[src/hw/rtl/cltok_pkg.sv]
// shared types, codes and keyword table of the source tokenizer
`timescale 1ns / 1ps
`default_nettype none

package cltok_pkg;

    localparam logic [63:0] MAX_SOURCE_BYTES = 64'd65536;
    localparam logic [63:0] OFFSET_CAP_WIDE  =
        ((MAX_SOURCE_BYTES - 64'd1) < 64'd65535) ? (MAX_SOURCE_BYTES - 64'd1) : 64'd65535;
    localparam logic [15:0] OFFSET_CAP = OFFSET_CAP_WIDE[15:0];
    localparam logic [15:0] CAP16      = 16'hFFFF;

    localparam int QUEUE_DEPTH = 4;
    localparam int QPTR_W      = $clog2(QUEUE_DEPTH);
    localparam int NUM_KW      = 11;
    localparam int WORD_MAX    = 6;

    // token kinds
    localparam logic [4:0] K_INT    = 5'd0;
    localparam logic [4:0] K_FLOAT  = 5'd1;
    localparam logic [4:0] K_DOUBLE = 5'd2;
    localparam logic [4:0] K_STRING = 5'd3;
    localparam logic [4:0] K_BOOL   = 5'd4;
    localparam logic [4:0] K_CHAR   = 5'd5;
    localparam logic [4:0] K_ID     = 5'd6;
    localparam logic [4:0] K_NUM    = 5'd7;
    localparam logic [4:0] K_IF     = 5'd8;
    localparam logic [4:0] K_ELSE   = 5'd9;
    localparam logic [4:0] K_RETURN = 5'd10;
    localparam logic [4:0] K_ASSIGN = 5'd11;
    localparam logic [4:0] K_PLUS   = 5'd12;
    localparam logic [4:0] K_MINUS  = 5'd13;
    localparam logic [4:0] K_STAR   = 5'd14;
    localparam logic [4:0] K_DIV    = 5'd15;
    localparam logic [4:0] K_LPAREN = 5'd16;
    localparam logic [4:0] K_RPAREN = 5'd17;
    localparam logic [4:0] K_LBRACE = 5'd18;
    localparam logic [4:0] K_RBRACE = 5'd19;
    localparam logic [4:0] K_SEMI   = 5'd20;
    localparam logic [4:0] K_GT     = 5'd21;
    localparam logic [4:0] K_LT     = 5'd22;
    localparam logic [4:0] K_EQ     = 5'd23;
    localparam logic [4:0] K_NEQ    = 5'd24;
    localparam logic [4:0] K_AND    = 5'd25;
    localparam logic [4:0] K_OR     = 5'd26;
    localparam logic [4:0] K_WHILE  = 5'd27;
    localparam logic [4:0] K_FOR    = 5'd28;
    localparam logic [4:0] K_END    = 5'd29;
    localparam logic [4:0] K_ERR    = 5'd30;

    // byte classes
    localparam logic [3:0] CLS_SPACE   = 4'd0;
    localparam logic [3:0] CLS_NEWLINE = 4'd1;
    localparam logic [3:0] CLS_DIGIT   = 4'd2;
    localparam logic [3:0] CLS_ALPHA   = 4'd3;
    localparam logic [3:0] CLS_EQ      = 4'd4;
    localparam logic [3:0] CLS_BANG    = 4'd5;
    localparam logic [3:0] CLS_AMP     = 4'd6;
    localparam logic [3:0] CLS_PIPE    = 4'd7;
    localparam logic [3:0] CLS_SLASH   = 4'd8;
    localparam logic [3:0] CLS_SINGLE  = 4'd9;
    localparam logic [3:0] CLS_OTHER   = 4'd10;

    typedef struct packed {
        logic [7:0] src_byte;
        logic       end_flag;
        logic [3:0] cls;
        logic [4:0] single_kind;
    } item_t;

    typedef struct packed {
        logic [7:0]  offending_byte;
        logic [15:0] start_line;
        logic [15:0] token_length;
        logic [15:0] start_offset;
        logic [4:0]  token_kind;
    } token_t;

    // keyword text, first character in the low byte, zero padded
    function automatic logic [47:0] kw_text(input int idx);
        logic [47:0] t;
        case (idx)
            0:       t = {24'd0, "t", "n", "i"};
            1:       t = {8'd0, "t", "a", "o", "l", "f"};
            2:       t = {"e", "l", "b", "u", "o", "d"};
            3:       t = {"g", "n", "i", "r", "t", "s"};
            4:       t = {16'd0, "l", "o", "o", "b"};
            5:       t = {16'd0, "r", "a", "h", "c"};
            6:       t = {32'd0, "f", "i"};
            7:       t = {16'd0, "e", "s", "l", "e"};
            8:       t = {"n", "r", "u", "t", "e", "r"};
            9:       t = {8'd0, "e", "l", "i", "h", "w"};
            10:      t = {24'd0, "r", "o", "f"};
            default: t = '0;
        endcase
        return t;
    endfunction

    function automatic logic [2:0] kw_len(input int idx);
        logic [2:0] l;
        case (idx)
            0, 10:       l = 3'd3;
            1, 9:        l = 3'd5;
            2, 3, 8:     l = 3'd6;
            4, 5, 7:     l = 3'd4;
            6:           l = 3'd2;
            default:     l = 3'd0;
        endcase
        return l;
    endfunction

    function automatic logic [4:0] kw_kind(input int idx);
        logic [4:0] k;
        case (idx)
            0:       k = K_INT;
            1:       k = K_FLOAT;
            2:       k = K_DOUBLE;
            3:       k = K_STRING;
            4:       k = K_BOOL;
            5:       k = K_CHAR;
            6:       k = K_IF;
            7:       k = K_ELSE;
            8:       k = K_RETURN;
            9:       k = K_WHILE;
            10:      k = K_FOR;
            default: k = K_ID;
        endcase
        return k;
    endfunction

    function automatic logic [4:0] word_kind(input logic [47:0] chars,
                                             input logic [15:0] len,
                                             input logic        too_long);
        logic [4:0] k;
        k = K_ID;
        if (!too_long && len <= 16'(WORD_MAX)) begin
            for (int i = NUM_KW - 1; i >= 0; i--) begin
                if (chars == kw_text(i) && len[2:0] == kw_len(i)) begin
                    k = kw_kind(i);
                end
            end
        end
        return k;
    endfunction

    function automatic token_t make_tok(input logic [4:0]  kind,
                                        input logic [15:0] start,
                                        input logic [15:0] len,
                                        input logic [15:0] line,
                                        input logic [7:0]  bad);
        token_t t;
        t.token_kind     = kind;
        t.start_offset   = start;
        t.token_length   = len;
        t.start_line     = line;
        t.offending_byte = bad;
        return t;
    endfunction

endpackage

`default_nettype wire

[src/hw/rtl/c_like_source_tokenizer.sv]
// top level of the streaming source tokenizer
//
//   channel  | dir | tdata (low bit up)                                   | tlast
//   s_       | in  | source_byte[7:0]                                     | end_of_input
//   m_       | out | token_kind[4:0] start_offset[20:5] token_length[36:21]| last_of_item
//            |     | start_line[52:37] offending_byte[60:53], zero above  |
//
// one input beat per cycle while the queue has room; the back end scanner updates
// on each byte it pops, with the keyword compare against the six held characters.
// an item with two results stalls the back end until its hold slot drains.
// a beat passes the queue entry and then the output register before its first result.
// aresetn is synchronous, active low; the block is ready in the cycle after release.
// a stalled m_ side fills the four-entry queue before s_tready drops.
`timescale 1ns / 1ps
`default_nettype none

module c_like_source_tokenizer import cltok_pkg::*; (
    input  wire logic        aclk,
    input  wire logic        aresetn,
    input  wire logic        s_tvalid,
    output logic             s_tready,
    input  wire logic [7:0]  s_tdata,   // source_byte
    input  wire logic        s_tlast,
    output logic             m_tvalid,
    input  wire logic        m_tready,
    output logic [63:0]      m_tdata,   // token_kind, start_offset, token_length,
                                        // start_line, offending_byte
    output logic             m_tlast
);

    logic  q_full;
    logic  q_wr;
    item_t q_wr_item;
    logic  q_rd;
    logic  q_valid;
    item_t q_item;

    cltok_front u_front (
        .s_tvalid  (s_tvalid),
        .s_tready  (s_tready),
        .s_tdata   (s_tdata),
        .s_tlast   (s_tlast),
        .q_full    (q_full),
        .q_wr      (q_wr),
        .q_wr_item (q_wr_item)
    );

    cltok_queue u_queue (
        .aclk     (aclk),
        .aresetn  (aresetn),
        .wr_en    (q_wr),
        .wr_item  (q_wr_item),
        .rd_en    (q_rd),
        .full     (q_full),
        .rd_valid (q_valid),
        .rd_item  (q_item)
    );

    cltok_back u_back (
        .aclk     (aclk),
        .aresetn  (aresetn),
        .q_valid  (q_valid),
        .q_item   (q_item),
        .q_rd     (q_rd),
        .m_tvalid (m_tvalid),
        .m_tready (m_tready),
        .m_tdata  (m_tdata),
        .m_tlast  (m_tlast)
    );

endmodule

`default_nettype wire

[src/hw/rtl/cltok_front.sv]
// input side: takes source beats and classifies each byte into the queue
`timescale 1ns / 1ps
`default_nettype none

module cltok_front import cltok_pkg::*; (
    input  wire logic       s_tvalid,
    output logic            s_tready,
    input  wire logic [7:0] s_tdata,
    input  wire logic       s_tlast,
    input  wire logic       q_full,
    output logic            q_wr,
    output item_t           q_wr_item
);

    logic [3:0] cls;
    logic [4:0] single_kind;

    always_comb begin
        single_kind = K_ID;
        case (s_tdata)
            "+":     single_kind = K_PLUS;
            "-":     single_kind = K_MINUS;
            "*":     single_kind = K_STAR;
            "(":     single_kind = K_LPAREN;
            ")":     single_kind = K_RPAREN;
            "{":     single_kind = K_LBRACE;
            "}":     single_kind = K_RBRACE;
            ";":     single_kind = K_SEMI;
            ">":     single_kind = K_GT;
            "<":     single_kind = K_LT;
            default: single_kind = K_ID;
        endcase

        if (s_tdata == 8'h0A) begin
            cls = CLS_NEWLINE;
        end else if (s_tdata inside {[8'd9:8'd13], 8'd32}) begin
            cls = CLS_SPACE;
        end else if (s_tdata inside {["0":"9"]}) begin
            cls = CLS_DIGIT;
        end else if (s_tdata inside {["a":"z"], ["A":"Z"]}) begin
            cls = CLS_ALPHA;
        end else if (s_tdata == "=") begin
            cls = CLS_EQ;
        end else if (s_tdata == "!") begin
            cls = CLS_BANG;
        end else if (s_tdata == "&") begin
            cls = CLS_AMP;
        end else if (s_tdata == "|") begin
            cls = CLS_PIPE;
        end else if (s_tdata == "/") begin
            cls = CLS_SLASH;
        end else if (single_kind != K_ID) begin
            cls = CLS_SINGLE;
        end else begin
            cls = CLS_OTHER;
        end
    end

    assign s_tready              = !q_full;
    assign q_wr                  = s_tvalid && !q_full;
    assign q_wr_item.src_byte    = s_tdata;
    assign q_wr_item.end_flag    = s_tlast;
    assign q_wr_item.cls         = cls;
    assign q_wr_item.single_kind = single_kind;

endmodule

`default_nettype wire

[src/hw/rtl/cltok_queue.sv]
// short queue of classified bytes between the front and back ends
`timescale 1ns / 1ps
`default_nettype none

module cltok_queue import cltok_pkg::*; (
    input  wire logic  aclk,
    input  wire logic  aresetn,
    input  wire logic  wr_en,
    input  wire item_t wr_item,
    input  wire logic  rd_en,
    output logic       full,
    output logic       rd_valid,
    output item_t      rd_item
);

    item_t              entry_reg [QUEUE_DEPTH];
    logic [QPTR_W-1:0]  wr_ptr_reg, wr_ptr_next;
    logic [QPTR_W-1:0]  rd_ptr_reg, rd_ptr_next;
    logic [QPTR_W:0]    count_reg, count_next;
    logic               ready_reg;
    logic               do_wr, do_rd;

    // no room while in reset
    assign full     = !ready_reg || (count_reg == (QPTR_W + 1)'(QUEUE_DEPTH));
    assign rd_valid = (count_reg != '0);
    assign rd_item  = entry_reg[rd_ptr_reg];
    assign do_wr    = wr_en && !full;
    assign do_rd    = rd_en && rd_valid;

    always_comb begin
        wr_ptr_next = do_wr ? wr_ptr_reg + 1'b1 : wr_ptr_reg;
        rd_ptr_next = do_rd ? rd_ptr_reg + 1'b1 : rd_ptr_reg;
        count_next  = count_reg;
        if (do_wr && !do_rd) begin
            count_next = count_reg + 1'b1;
        end else if (do_rd && !do_wr) begin
            count_next = count_reg - 1'b1;
        end
    end

    always_ff @(posedge aclk) begin
        if (!aresetn) begin
            wr_ptr_reg <= '0;
            rd_ptr_reg <= '0;
            count_reg  <= '0;
            ready_reg  <= 1'b0;
        end else begin
            wr_ptr_reg <= wr_ptr_next;
            rd_ptr_reg <= rd_ptr_next;
            count_reg  <= count_next;
            ready_reg  <= 1'b1;
        end
    end

    always_ff @(posedge aclk) begin
        if (do_wr) begin
            entry_reg[wr_ptr_reg] <= wr_item;
        end
    end

endmodule

`default_nettype wire

[src/hw/rtl/cltok_back.sv]
// back end: scanner state, token building and result output stage
`timescale 1ns / 1ps
`default_nettype none

module cltok_back import cltok_pkg::*; (
    input  wire logic        aclk,
    input  wire logic        aresetn,
    input  wire logic        q_valid,
    input  wire item_t       q_item,
    output logic             q_rd,
    output logic             m_tvalid,
    input  wire logic        m_tready,
    output logic [63:0]      m_tdata,
    output logic             m_tlast
);

    localparam logic [3:0] M_IDLE    = 4'd0;
    localparam logic [3:0] M_NUMBER  = 4'd1;
    localparam logic [3:0] M_WORD    = 4'd2;
    localparam logic [3:0] M_EQ      = 4'd3;
    localparam logic [3:0] M_BANG    = 4'd4;
    localparam logic [3:0] M_AMP     = 4'd5;
    localparam logic [3:0] M_PIPE    = 4'd6;
    localparam logic [3:0] M_SLASH   = 4'd7;
    localparam logic [3:0] M_COMMENT = 4'd8;
    localparam logic [3:0] M_ERROR   = 4'd9;
    localparam logic [3:0] M_DONE    = 4'd10;

    logic [3:0]  mode_reg, mode_next;
    logic [47:0] chars_reg, chars_next;
    logic        too_long_reg, too_long_next;
    logic [15:0] pstart_reg, pstart_next;
    logic [15:0] plen_reg, plen_next;
    logic [15:0] pline_reg, pline_next;
    logic [15:0] offset_reg, offset_next;
    logic [15:0] line_reg, line_next;

    token_t      out_tok_reg, hold_tok_reg;
    logic        out_last_reg, hold_last_reg;
    logic        out_valid_reg, hold_valid_reg;

    token_t      toks [2];
    logic [1:0]  n_tok;
    logic        taken;
    logic        pop;
    logic        out_free;
    logic [7:0]  c;
    logic [3:0]  cls;

    assign out_free = !out_valid_reg || m_tready;
    assign pop      = q_valid && !hold_valid_reg && out_free;
    assign q_rd     = pop;
    assign c        = q_item.src_byte;
    assign cls      = q_item.cls;

    always_comb begin
        mode_next     = mode_reg;
        chars_next    = chars_reg;
        too_long_next = too_long_reg;
        pstart_next   = pstart_reg;
        plen_next     = plen_reg;
        pline_next    = pline_reg;
        offset_next   = offset_reg;
        line_next     = line_reg;
        toks[0]       = '0;
        toks[1]       = '0;
        n_tok         = '0;
        taken         = 1'b0;

        if (mode_reg == M_ERROR || mode_reg == M_DONE) begin
            n_tok = '0;
        end else if (q_item.end_flag) begin
            case (mode_reg)
                M_NUMBER: begin
                    toks[0] = make_tok(K_NUM, pstart_reg, plen_reg, pline_reg, 8'd0);
                    n_tok   = 2'd1;
                end
                M_WORD: begin
                    toks[0] = make_tok(word_kind(chars_reg, plen_reg, too_long_reg),
                                       pstart_reg, plen_reg, pline_reg, 8'd0);
                    n_tok   = 2'd1;
                end
                M_EQ: begin
                    toks[0] = make_tok(K_ASSIGN, pstart_reg, 16'd1, pline_reg, 8'd0);
                    n_tok   = 2'd1;
                end
                M_SLASH: begin
                    toks[0] = make_tok(K_DIV, pstart_reg, 16'd1, pline_reg, 8'd0);
                    n_tok   = 2'd1;
                end
                M_BANG: begin
                    toks[0]   = make_tok(K_ERR, pstart_reg, 16'd1, pline_reg, "!");
                    n_tok     = 2'd1;
                    mode_next = M_ERROR;
                end
                M_AMP: begin
                    toks[0]   = make_tok(K_ERR, pstart_reg, 16'd1, pline_reg, "&");
                    n_tok     = 2'd1;
                    mode_next = M_ERROR;
                end
                M_PIPE: begin
                    toks[0]   = make_tok(K_ERR, pstart_reg, 16'd1, pline_reg, "|");
                    n_tok     = 2'd1;
                    mode_next = M_ERROR;
                end
                default: begin
                end
            endcase
            if (mode_next != M_ERROR) begin
                toks[n_tok[0]] = make_tok(K_END, offset_reg, 16'd0, line_reg, 8'd0);
                n_tok          = n_tok + 2'd1;
                mode_next      = M_DONE;
            end
        end else begin
            case (mode_reg)
                M_NUMBER: begin
                    if (cls == CLS_DIGIT) begin
                        if (plen_reg < CAP16) plen_next = plen_reg + 16'd1;
                        taken = 1'b1;
                    end else begin
                        toks[0]   = make_tok(K_NUM, pstart_reg, plen_reg, pline_reg, 8'd0);
                        n_tok     = 2'd1;
                        mode_next = M_IDLE;
                    end
                end
                M_WORD: begin
                    if (cls == CLS_ALPHA || cls == CLS_DIGIT) begin
                        if (plen_reg < 16'(WORD_MAX)) begin
                            chars_next[plen_reg[2:0]*8 +: 8] = c;
                        end else begin
                            too_long_next = 1'b1;
                        end
                        if (plen_reg < CAP16) plen_next = plen_reg + 16'd1;
                        taken = 1'b1;
                    end else begin
                        toks[0]   = make_tok(word_kind(chars_reg, plen_reg, too_long_reg),
                                             pstart_reg, plen_reg, pline_reg, 8'd0);
                        n_tok     = 2'd1;
                        mode_next = M_IDLE;
                    end
                end
                M_EQ: begin
                    if (cls == CLS_EQ) begin
                        toks[0] = make_tok(K_EQ, pstart_reg, 16'd2, pline_reg, 8'd0);
                        taken   = 1'b1;
                    end else begin
                        toks[0] = make_tok(K_ASSIGN, pstart_reg, 16'd1, pline_reg, 8'd0);
                    end
                    n_tok     = 2'd1;
                    mode_next = M_IDLE;
                end
                M_BANG: begin
                    if (cls == CLS_EQ) begin
                        toks[0]   = make_tok(K_NEQ, pstart_reg, 16'd2, pline_reg, 8'd0);
                        mode_next = M_IDLE;
                    end else begin
                        toks[0]   = make_tok(K_ERR, pstart_reg, 16'd1, pline_reg, "!");
                        mode_next = M_ERROR;
                    end
                    n_tok = 2'd1;
                    taken = 1'b1;
                end
                M_AMP: begin
                    if (cls == CLS_AMP) begin
                        toks[0]   = make_tok(K_AND, pstart_reg, 16'd2, pline_reg, 8'd0);
                        mode_next = M_IDLE;
                    end else begin
                        toks[0]   = make_tok(K_ERR, pstart_reg, 16'd1, pline_reg, "&");
                        mode_next = M_ERROR;
                    end
                    n_tok = 2'd1;
                    taken = 1'b1;
                end
                M_PIPE: begin
                    if (cls == CLS_PIPE) begin
                        toks[0]   = make_tok(K_OR, pstart_reg, 16'd2, pline_reg, 8'd0);
                        mode_next = M_IDLE;
                    end else begin
                        toks[0]   = make_tok(K_ERR, pstart_reg, 16'd1, pline_reg, "|");
                        mode_next = M_ERROR;
                    end
                    n_tok = 2'd1;
                    taken = 1'b1;
                end
                M_SLASH: begin
                    if (cls == CLS_SLASH) begin
                        mode_next = M_COMMENT;
                        taken     = 1'b1;
                    end else begin
                        toks[0]   = make_tok(K_DIV, pstart_reg, 16'd1, pline_reg, 8'd0);
                        n_tok     = 2'd1;
                        mode_next = M_IDLE;
                    end
                end
                M_COMMENT: begin
                    if (cls == CLS_NEWLINE) begin
                        if (line_reg < CAP16) line_next = line_reg + 16'd1;
                        mode_next = M_IDLE;
                    end
                    taken = 1'b1;
                end
                default: begin
                    mode_next = M_IDLE;
                end
            endcase

            // from idle: skip space, count a newline, start a token, or emit a single or error token
            if (!taken && mode_next == M_IDLE) begin
                case (cls)
                    CLS_SPACE: begin
                    end
                    CLS_NEWLINE: begin
                        if (line_reg < CAP16) line_next = line_reg + 16'd1;
                    end
                    CLS_DIGIT, CLS_ALPHA, CLS_EQ, CLS_BANG, CLS_AMP, CLS_PIPE,
                    CLS_SLASH: begin
                        pstart_next = offset_reg;
                        plen_next   = 16'd1;
                        pline_next  = line_reg;
                        case (cls)
                            CLS_DIGIT: mode_next = M_NUMBER;
                            CLS_ALPHA: begin
                                mode_next     = M_WORD;
                                chars_next    = {40'd0, c};
                                too_long_next = 1'b0;
                            end
                            CLS_EQ:    mode_next = M_EQ;
                            CLS_BANG:  mode_next = M_BANG;
                            CLS_AMP:   mode_next = M_AMP;
                            CLS_PIPE:  mode_next = M_PIPE;
                            default:   mode_next = M_SLASH;
                        endcase
                    end
                    CLS_SINGLE: begin
                        toks[n_tok[0]] = make_tok(q_item.single_kind, offset_reg, 16'd1,
                                                  line_reg, 8'd0);
                        n_tok          = n_tok + 2'd1;
                    end
                    default: begin
                        toks[n_tok[0]] = make_tok(K_ERR, offset_reg, 16'd1, line_reg, c);
                        n_tok          = n_tok + 2'd1;
                        mode_next      = M_ERROR;
                    end
                endcase
            end

            if (offset_reg < OFFSET_CAP) offset_next = offset_reg + 16'd1;
        end
    end

    always_ff @(posedge aclk) begin
        if (!aresetn) begin
            mode_reg     <= M_IDLE;
            chars_reg    <= '0;
            too_long_reg <= 1'b0;
            pstart_reg   <= '0;
            plen_reg     <= '0;
            pline_reg    <= 16'd1;
            offset_reg   <= '0;
            line_reg     <= 16'd1;
        end else if (pop) begin
            mode_reg     <= mode_next;
            chars_reg    <= chars_next;
            too_long_reg <= too_long_next;
            pstart_reg   <= pstart_next;
            plen_reg     <= plen_next;
            pline_reg    <= pline_next;
            offset_reg   <= offset_next;
            line_reg     <= line_next;
        end
    end

    // output register plus one hold slot for the second beat of an item
    always_ff @(posedge aclk) begin
        if (!aresetn) begin
            out_valid_reg  <= 1'b0;
            hold_valid_reg <= 1'b0;
        end else begin
            if (pop && n_tok != 2'd0) begin
                out_valid_reg  <= 1'b1;
                hold_valid_reg <= (n_tok == 2'd2);
            end else if (hold_valid_reg && out_free) begin
                out_valid_reg  <= 1'b1;
                hold_valid_reg <= 1'b0;
            end else if (out_valid_reg && m_tready) begin
                out_valid_reg  <= 1'b0;
            end
        end
    end

    always_ff @(posedge aclk) begin
        if (pop && n_tok != 2'd0) begin
            out_tok_reg   <= toks[0];
            out_last_reg  <= (n_tok == 2'd1);
            hold_tok_reg  <= toks[1];
            hold_last_reg <= 1'b1;
        end else if (hold_valid_reg && out_free) begin
            out_tok_reg   <= hold_tok_reg;
            out_last_reg  <= hold_last_reg;
        end
    end

    assign m_tvalid = out_valid_reg;
    assign m_tdata  = {3'd0, out_tok_reg};
    assign m_tlast  = out_last_reg;

endmodule

`default_nettype wire
[config.mk]
export PLATFORM = sky130hd
export DESIGN_NAME = c_like_source_tokenizer
export DESIGN_NICKNAME = d
export VERILOG_FILES = /design/src/hw/rtl/cltok_pkg.sv /design/src/hw/rtl/c_like_source_tokenizer.sv /design/src/hw/rtl/cltok_front.sv /design/src/hw/rtl/cltok_queue.sv /design/src/hw/rtl/cltok_back.sv
export SDC_FILE = /design/constraint.sdc
export NUM_CORES = 1
export LEC_CHECK = 0
export ABC_AREA = 0
export BUFFER_PORTS_ARGS = -buffer_cell sky130_fd_sc_hd__buf_2
export CORE_MARGIN = 5
export CORE_UTILIZATION = 45
export CTS_CLUSTER_SIZE = 25
export DETAILED_ROUTE_END_ITERATION = 8
export GPL_TIMING_DRIVEN = 0
export PLACE_DENSITY = 0.67
export SYNTH_ARGS = -nofsm -noshare
export SYNTH_HDL_FRONTEND = slang
export SYNTH_SLANG_ARGS = --single-unit
[constraint.sdc]
create_clock -name aclk -period 6.9 [get_ports aclk]
set_input_delay 0.69 -clock aclk [delete_from_list [all_inputs] [get_ports aclk]]
set_output_delay 0.69 -clock aclk [all_outputs]
set_load 0.1 [all_outputs]
* Yosys cells after proc, flatten, opt, wreduce, memory -nomap -nowiden
Memory sizes are Yosys's and may differ from the RTL's. A register that Yosys moved wholly into a read port is not among the register bits.
Index checks and enable logic that the tools add are counted.
Widths: inputs -> output; s select.
** Word-level totals
- Bits in registers :: 266
- Bits in writable memories :: 72
- Bits of input ports :: 13
- Word-level logic and storage cells :: 472
- Memories :: 1
** Memory list
- u_queue.entry_reg :: words 4, width 18, read ports 1, clocked after Yosys merged registers in 1, write ports 1, line cltok_queue.sv:16 : item_t entry_reg [QUEUE_DEPTH];
** Cells by class
- Add/sub/neg operators :: 10
- $lt $le $gt $ge :: 17
- Equality and inequality tests :: 73
- Shifts and indexed selects :: 2
- Muxes and demuxes :: 268
- Bitwise gates (word level) :: 4
- Reduce and logical (&&, ||, !) cells :: 72
** Operator list (number)
- $mux 48 :: 94
- $eq 48x48->1 :: 22
- $pmux 60 s7 :: 2
- $mux 122 :: 4
- $mux 61 :: 8
- $bwmux 122 :: 3
- $pmux 122 s2 :: 1
- $mux 16 :: 11
- $mux 53 :: 3
- $mux 3 :: 42
- $demux 61 s1 :: 2
- $mux 5 :: 24
- $mux 59 :: 2
- $eq 8x6->1 const B :: 13
- $mux 4 :: 24
- $mux 60 :: 1
- $pmux 5 s10 :: 1
- $add 16x1->16 const B :: 3
- $bwmux 48 :: 1
- $lt 16x16->1 const B :: 3
- $shift 8x34->48 const A :: 1
- $shiftx 8x34->48 :: 1
- $logic_and 1x1->1 :: 40
- $neg 6->34 :: 1
- 49 further kinds :: 139

* Depth between registers and ports, before layout
Gate-level depths: netlist (run 1).
- Word-level depth :: 31
- Mapped depth :: 17
- Mapped depth without buffers :: 10

* Modules after synthesis
Synthesis (run 1) repeated with hierarchy kept, for this count alone.
** Unflattened totals
- Cell total of the unflattened synthesis :: 1598
- Area total of the unflattened synthesis :: 16427.0 µm²
** By module, submodules not included
- cltok_back :: times used 1, cells each 1365, area each 12694.7 µm², seq. area each 5945.7 µm²
- cltok_queue :: times used 1, cells each 145, area each 3159.3 µm², seq. area each 2362.3 µm²
- cltok_front :: times used 1, cells each 88, area each 573.0 µm², seq. area each 0.0 µm²

* Worst setup path after synthesis (run 1)
OpenSTA, ideal clock, no wires.
- Kind :: flip-flop to flip-flop
- From :: register (tool-made name)
- To :: register u_back.out_tok_reg (netlist bit u_back.m_tdata[0]) (enable)
- Setup time :: 1.019 ns
- Arrival :: 5.135 ns
- Data required time :: 5.881 ns
- Path slack :: 0.746 ns
- Cell stages (with the launch flop) :: 13
- Clock period less this slack :: 6.154 ns
- Cells stage by stage :: dfxtp_1 buf_2 mux4_2 nor3b_2 o21ai_0 o21ba_2 nand2_1 ha_1 o21a_1 buf_2 a21oi_4 clkbuf_1 o21ai_0
** RTL lines
- end signal, assigned :: line cltok_back.sv:293 : out_tok_reg <= toks[0];
- end signal, assigned :: line cltok_back.sv:298 : out_tok_reg <= hold_tok_reg;
- end, declared :: line cltok_back.sv:38 : token_t out_tok_reg, hold_tok_reg;

* Worst setup path after layout (run 1)
- From :: register u_back.mode_reg[0]
- To :: register u_back.out_tok_reg (netlist bit u_back.m_tdata[4]) (data pin)
** On the way
- Cells in the longest elaborated chain, start to end :: 16
- Elaborated cells on any way between the ends :: 73
** RTL lines
- start, declared :: line cltok_back.sv:29 : logic [3:0] mode_reg, mode_next;
- start signal, assigned :: line cltok_back.sv:262 : mode_reg <= mode_next;
- $eq 4x2->1 or $eq 4x3->1 (tied branches) :: line cltok_back.sv:73, cltok_back.sv:115
- $reduce_or 4->1 (no line)
- $pmux 2 s4 :: line cltok_back.sv:115 : case (mode_reg)
- $mux 2 :: line cltok_back.sv:72 : end else if (q_item.end_flag) begin
- $mux 2 :: line cltok_back.sv:70 : if (mode_reg == M_ERROR || mode_reg == M_DONE) begin
- $not 1->2 (implied by the code) :: line cltok_back.sv:235, cltok_back.sv:240
- $ge 2x2->1 (implied by the code) or $lt 2x1->1 (tied branches) :: line cltok_back.sv:235, cltok_back.sv:240
- $logic_and 1x1->1 (implied by the code) :: line cltok_back.sv:235, cltok_back.sv:240
- $mux 61 (implied by the code) :: line cltok_back.sv:235, cltok_back.sv:240
- $demux 61 s1 :: line cltok_back.sv:235, cltok_back.sv:240
- $bwmux 122 (on tied branches) :: line cltok_back.sv:240, cltok_back.sv:235
- $pmux 122 s2 :: line cltok_back.sv:209 : case (cls)
- $mux 122 :: line cltok_back.sv:208 : if (!taken && mode_next == M_IDLE) begin
- $mux 122 :: line cltok_back.sv:72
- $mux 122 :: line cltok_back.sv:70
- $mux 61 (*) :: line cltok_back.sv:292 : if (pop && n_tok != 2'd0) begin
Mark *: on every way between the ends. The rest lies on a longest branch, timed or not. The select of a mux whose other input is x is not followed.
A chain may end at the register's enable or synchronous reset.

==> impl_metrics.env, run 1 <==
export IMPL_outcome="complete, no violations"
export IMPL_rows=71
export IMPL_fin_worst_skew_ps=17.9
export IMPL_design_area_sq_um=19600
export IMPL_die_w_um=206
export IMPL_finalSetupViolCount=0
export IMPL_slew_violations=0
export IMPL_wirelength_um=52800
export IMPL_postCtsSetupBuffers=0
export IMPL_ctsResizeCount=0
export IMPL_slew_headroom=0.0518
export IMPL_synth_top_family_by_area="simple AND/OR/NAND/NOR gates"
export IMPL_worst_ir_drop_vdd_mv=0.309
export IMPL_worstSetupPathType="flop to flop"
export IMPL_nNetsFinal=1945
export IMPL_powerDensity_nw_per_um2=524
export IMPL_placed_cell_area_sq_um=18300
export IMPL_initialDrtViolationCount=1923
export IMPL_path_max_fanout=55
export IMPL_yosys_area_top_type="edfxtp_1"
export IMPL_synth_async_sr_flop_share=0
export IMPL_r2r_start="u_back.mode_reg[0]"
export IMPL_ioPinCount=80
export IMPL_gp_congestion=0.964
export IMPL_grt_max_degree=56
export IMPL_reg2reg_depth=15
export IMPL_grt_use_total=0.245
export IMPL_ant_nets=0
export IMPL_yosys_warnings=0
export IMPL_synthTopCellsByCount="nand2_1 (250), edfxtp_1 (180), dfxtp_1 (145), a21oi_1 (116), nor2_1 (115)"
export IMPL_hp_start="aresetn"
export IMPL_synth_simple_area_share=0.243
export IMPL_yosysUniqueCellTypes=89
export IMPL_cts_hold_buf=0
export IMPL_diodes=0
export IMPL_routedWlPerCell_um=21.5
export IMPL_core_sq_um=37800
export IMPL_synth_top_area_frac=0.314
export IMPL_cts_root_buf="clkbuf_16"
export IMPL_hold_viol_final=0
export IMPL_syn_avg_cell_area_sq_um=9.61
export IMPL_synthToLayoutAreaGrowth_pct=13.6
export IMPL_layout_min_cycle_time_ps=6220
export IMPL_clock_latency_ps=560
export IMPL_antenna_found_initial=0
export IMPL_cts_tree="yes"
export IMPL_critPathRequiredTime_ps=7100
export IMPL_synth_seq_cells=325
export IMPL_synthFlopType="edfxtp_1"
export IMPL_synth_compound_area_frac=0.141
export IMPL_initial_core_util=0.456
export IMPL_synth_xor_area_share=0.0158
export IMPL_synthCells=1791
export IMPL_worst_slew_pin_slew_ps=1410
export IMPL_worstHoldPathCells=1
export IMPL_cts_buffers=38
export IMPL_cp_startpoint="u_back.mode_reg[0]"
export IMPL_synthAdderAreaFrac=0.0128
export IMPL_timing_fmax_ghz=0.161
export IMPL_detail_route_vias_per_cell=6.13
export IMPL_drive_above_1_share=0.133
export IMPL_via_count=15031
export IMPL_grt_overflow_total=0
export IMPL_fill_cells=3460
export IMPL_fp_dieArea_sq_um=42300
export IMPL_h_tree_depth=2
export IMPL_place_hpwl_um=38000
export IMPL_start_kind="flop"
export IMPL_synthMuxAreaShare=0.0688
export IMPL_drc=0
export IMPL_grt_setup_unrepaired="false"
export IMPL_seq_area_frac_synth=0.483
export IMPL_p_leak_nw=6.69
export IMPL_clockBufferDepth=3
export IMPL_grt_pass1_vias=13959
export IMPL_netlist_area_sq_um=17200
export IMPL_synth_area_top_cells="edfxtp_1 (31%), dfxtp_1 (17%), nand2_1 (5.5%)"
export IMPL_min_path_type="input port to flop"
export IMPL_max_cap_violations=0
export IMPL_grt_pass1_wl_um=81400
export IMPL_die_h_um=206
export IMPL_fin_crit_sh=0.902
export IMPL_synth_enable_flop_cells=180
export IMPL_endpoint_kind="flop"
export IMPL_largest_reg_flops=72
export IMPL_path_clk_slew_ps=60
export IMPL_setup_tns_ps=0
export IMPL_crit_arrival_ps=6430
export IMPL_dr_pass1_iters=6
export IMPL_yosys_cell_count_top_type="nand2_1"
export IMPL_clock_sinks=325
export IMPL_numPortBuffers=76
==> routing by layer <==
metal | track usage | routed length [um] | vias to the layer above
met1 | 0.357 | 23200 | 7285
li1 | - | - | 6933
met3 | 0.0413 | 4560 | 115
met4 | 0.0706 | 1530 | 0
met2 | 0.377 | 23400 | 698
met5 | 0 | 0 | -
==> cells in the final DEF, fill, tap and decap left out, types with 14 or more instances in the layout <==
| cell type | n |
|---|---|
| clkbuf_16 | 40 |
| nor4bb_1 | 14 |
| and2_1 | 39 |
| or2_2 | 21 |
| clkbuf_1 | 114 |
| nor4_1 | 21 |
| a31oi_1 | 50 |
| xor2_1 | 19 |
| or3_1 | 29 |
| nor2b_1 | 16 |
| nand4_1 | 42 |
| and4_1 | 14 |
| nand2b_1 | 15 |
| and3_1 | 55 |
| mux2_4 | 20 |
| nand3_1 | 43 |
| nor2_1 | 115 |
| dfxtp_1 | 145 |
| inv_1 | 26 |
| mux2i_1 | 31 |
| o21ai_0 | 80 |
| nor3_1 | 43 |
| ha_1 | 16 |
| nand2_1 | 250 |
| a21oi_1 | 116 |
| mux2_2 | 29 |
| buf_2 | 82 |
| edfxtp_1 | 180 |
| a211oi_1 | 40 |
==> stage by stage <==
stage | total power, mW | utilization | hold WS [ps] | cells | setup slack [ps]
global route | 10.7 | 0.518 | 331 | 2454 | 596
CTS | 10.2 | 0.517 | 307 | 2452 | 298
global placement | 7.97 | 0.483 | 440 | 2380 | -2510
detailed placement | 8.26 | 0.485 | 448 | 2384 | 299
finish | 10.2 | 0.518 | 335 | 2454 | 678
floorplan | 6.77 | - | 433 | 1793 | 746
==> path summary, 6_finish.rpt <==
check / to / slack, ps
worst max-delay path: u_back.m_tdata[4] / 680
worst min-delay path: u_queue.ready_reg / 340
worst max register to register: u_back.m_tdata[4] / 680
worst min register to register: u_back.pstart_reg[0] / 460
==> logic make-up (layout without fill, tap and decap cells) <==
logic type               Yosys count  count (layout)
multiplexers                      91              91
buffers and inverters            156             306
flip-flops                       325             325
adder cells (fa/ha/maj)           17              17
XOR/XNOR                          31              31
AO/OA/AOI/OAI                    384             384
other                              1               3
AND/OR/NAND/NOR                  786             786
==> critical path: stages (launching register included) <==
cell	delay [ps]
dfxtp_1	300
clkbuf_1	360
clkbuf_1	460
a21oi_1	470
a31oi_1	1000
clkbuf_1	570
ha_1	260
nand3_1	260
nor2_1	270
a311o_1	140
buf_2	260
a21oi_4	130
inv_2	120
buf_6	180
buf_4	670
a31oi_1	350
==> power by group <==
| part | leakage, nW | switching [mW] | internal (mW) |
|---|---|---|---|
| clock network | 0.605 | 0.799 | 1.16 |
| registers | 2.86 | 0.125 | 2.78 |
| logic | 3.23 | 4.07 | 1.30 |
| total | 6.69 | 5.00 | 5.25 |
==> layout make-up <==
| class | instances | area [sq um] | share of cell area |
|---|---|---|---|
| well taps | 511 | 639 | 0.0327 |
| clock inverters | 18 | 139 | 0.00710 |
| inverters | 29 | 109 | 0.00557 |
| repair buffers | 82 | 458 | 0.0234 |
| plain buffers | 127 | 524 | 0.0268 |
| flip-flops and latches | 325 | 8310 | 0.425 |
| multi-input cells | 1312 | 8310 | 0.425 |
| clock buffers | 50 | 1070 | 0.0547 |
(Power assumes the default switching activity.)
==> run 2, diff against run 1 <==
--- a/config.mk
+++ b/config.mk
@@ -8,11 +8,10 @@
 export ABC_AREA = 0
 export BUFFER_PORTS_ARGS = -buffer_cell sky130_fd_sc_hd__buf_2
 export CORE_MARGIN = 5
-export CORE_UTILIZATION = 45
-export CTS_CLUSTER_SIZE = 25
+export CORE_UTILIZATION = 56
 export DETAILED_ROUTE_END_ITERATION = 8
 export GPL_TIMING_DRIVEN = 0
-export PLACE_DENSITY = 0.67
+export PLACE_DENSITY = 0.83
 export SYNTH_ARGS = -nofsm -noshare
 export SYNTH_HDL_FRONTEND = slang
 export SYNTH_SLANG_ARGS = --single-unit
==> constraint.sdc (replaced) <==
create_clock -name aclk -period 5.1 [get_ports aclk]
set_input_delay 0.51 -clock aclk [delete_from_list [all_inputs] [get_ports aclk]]
set_output_delay 0.51 -clock aclk [all_outputs]
set_load 0.1 [all_outputs]
==> impl_metrics.env, run 2 (same netlist as run 1, synthesis figures left out) <==
export IMPL_rows=64
export IMPL_preCtsSetupSlack_ps=-1130
export IMPL_grt_use_met3=0.0489
export IMPL_slew_violations=0
export IMPL_initialDrtViolationCount=2137
export IMPL_initial_core_util=0.564
export IMPL_drive_above_1_share=0.135
export IMPL_detail_route_vias_per_cell=6.58
export IMPL_fin_worst_skew_ps=20.2
export IMPL_worst_slew_pin_slew_ps=1380
export IMPL_wirelength_um=52200
export IMPL_clock_sinks=325
export IMPL_path_max_fanout=55
export IMPL_dr_pass1_iters=7
export IMPL_finalSetupViolCount=0
export IMPL_gp_congestion=0.978
export IMPL_worst_ir_drop_vdd_mv=0.497
export IMPL_timing_fmax_ghz=0.201
export IMPL_grt_busiest_layer="met2"
export IMPL_final_seq_area_sq_um=8310
export IMPL_layout_min_cycle_time_ps=4970
export IMPL_die_h_um=185
export IMPL_routedWlPerCell_um=22.4
export IMPL_cts_root_buf="clkbuf_16"
export IMPL_grt_pass1_vias=14364
export IMPL_clockBufferDepth=3
export IMPL_core_sq_um=30500
export IMPL_drc=0
export IMPL_grt_use_total=0.299
export IMPL_fp_dieArea_sq_um=34400
export IMPL_crit_arrival_ps=5160
export IMPL_largest_reg_flops=72
export IMPL_powerDensity_nw_per_um2=712
export IMPL_final_cell_mix="nand2_1 (250), edfxtp_1 (180), dfxtp_1 (145)"
export IMPL_synthToLayoutAreaGrowth_pct=12.8
export IMPL_p_leak_nw=6.67
export IMPL_grt_overflow_total=0
export IMPL_die_w_um=185
export IMPL_path_clk_slew_ps=60
export IMPL_place_hpwl_um=37400
export IMPL_fin_crit_sh=0.975
export IMPL_outcome="complete, no violations"
export IMPL_cts_hold_buf=0
export IMPL_cts_tree="yes"
export IMPL_clock_latency_ps=530
export IMPL_use_met1=0.430
export IMPL_min_path_type="input port to flop"
export IMPL_ioPinCount=80
export IMPL_ant_nets=0
export IMPL_diodes=0
export IMPL_grt_max_degree=56
export IMPL_met2_usage=0.467
export IMPL_grt_pass1_wl_um=81300
export IMPL_hold_viol_final=0
export IMPL_cts_buffers=35
export IMPL_numPortBuffers=76
export IMPL_via_count=15353
export IMPL_grt_setup_unrepaired="true"
export IMPL_endpoint_kind="flop"
export IMPL_nNetsFinal=1942
export IMPL_final_util=0.637
export IMPL_start_kind="flop"
export IMPL_multi_input_comb_area_sq_um=8350
export IMPL_max_cap_violations=0
export IMPL_slew_headroom=0.0716
export IMPL_critPathRequiredTime_ps=5290
export IMPL_mostFrequentLayoutCell="nand2_1"
export IMPL_worstSetupPathType="flop to flop"
export IMPL_fill_cells=2445
export IMPL_h_tree_depth=2
export IMPL_antenna_found_initial=0
export IMPL_layout_setup_ws_ps=127
run 2: stage by stage:
stage,TNS (ps),cell area (sq um),power (mW),cells,hold WS (ps)
4_1_cts,0,19400,13.7,2333,166
3_3_place_gp,-116780,18100,10.9,2265,441
5_1_grt,-2270,19400,14.3,2335,168
6_report,0,19400,13.8,2335,177
3_5_place_dp,-76500,18200,11.1,2270,447
2_1_floorplan,0,17200,9.17,1793,433
run 2: power by group:
part           switching (mW)  internal (mW)
Clock                    1.05           1.54
Combinational            5.52           1.79
Sequential              0.169           3.76
Total                    6.75           7.09
run 2: worst paths after layout:
| kind | startpoint | end | slack (ps) | depth (start not counted) |
|---|---|---|---|---|
| worst max-delay path | u_back.mode_reg[2] | u_back.m_tdata[58] | 130 | 16 |
| worst min register to register | u_back.pstart_reg[0] | u_back.pstart_reg[0] | 460 | 2 |
| worst min-delay path | aresetn | u_queue.ready_reg | 180 | 1 |
| worst max register to register | u_back.mode_reg[2] | u_back.m_tdata[58] | 130 | 16 |
run 2: timing repair:
item,CTS,global route
setup buffers,0,3
gates resized for setup,6,6
pin swaps,0,1
setup endpoints to repair,155,91
run 2: area by class of cell:
| cell class | instances | area share |
|---|---|---|
| Buffer | 125 | 0.0269 |
| Inverter | 29 | 0.00561 |
| Sequential cell | 325 | 0.428 |
| Multi-Input combinational cell | 1312 | 0.430 |
| Clock buffer | 47 | 0.0495 |
| Timing Repair Buffer | 84 | 0.0244 |
| Tap cell | 396 | 0.0255 |
| Clock inverter | 17 | 0.0106 |
run 2: critical path, cell delays in order, from the launching register on:
cell	delay, ps
dfxtp_1	360
clkbuf_1	400
buf_1	450
nor3_1	80
or2_2	300
clkbuf_1	270
inv_2	410
ha_1	220
nand3_1	200
nor2_1	260
a311o_1	160
buf_2	270
a21oi_4	130
inv_2	110
buf_6	180
buf_6	460
a31oi_1	300
run 2: layer usage:
metal  share of wire  wire, um  vias up
met5               0         0        -
met2            0.45     23600      889
met1            0.41     21200     7387
met4           0.032      1660        0
li1                -         -     6931
met3            0.11      5730      146
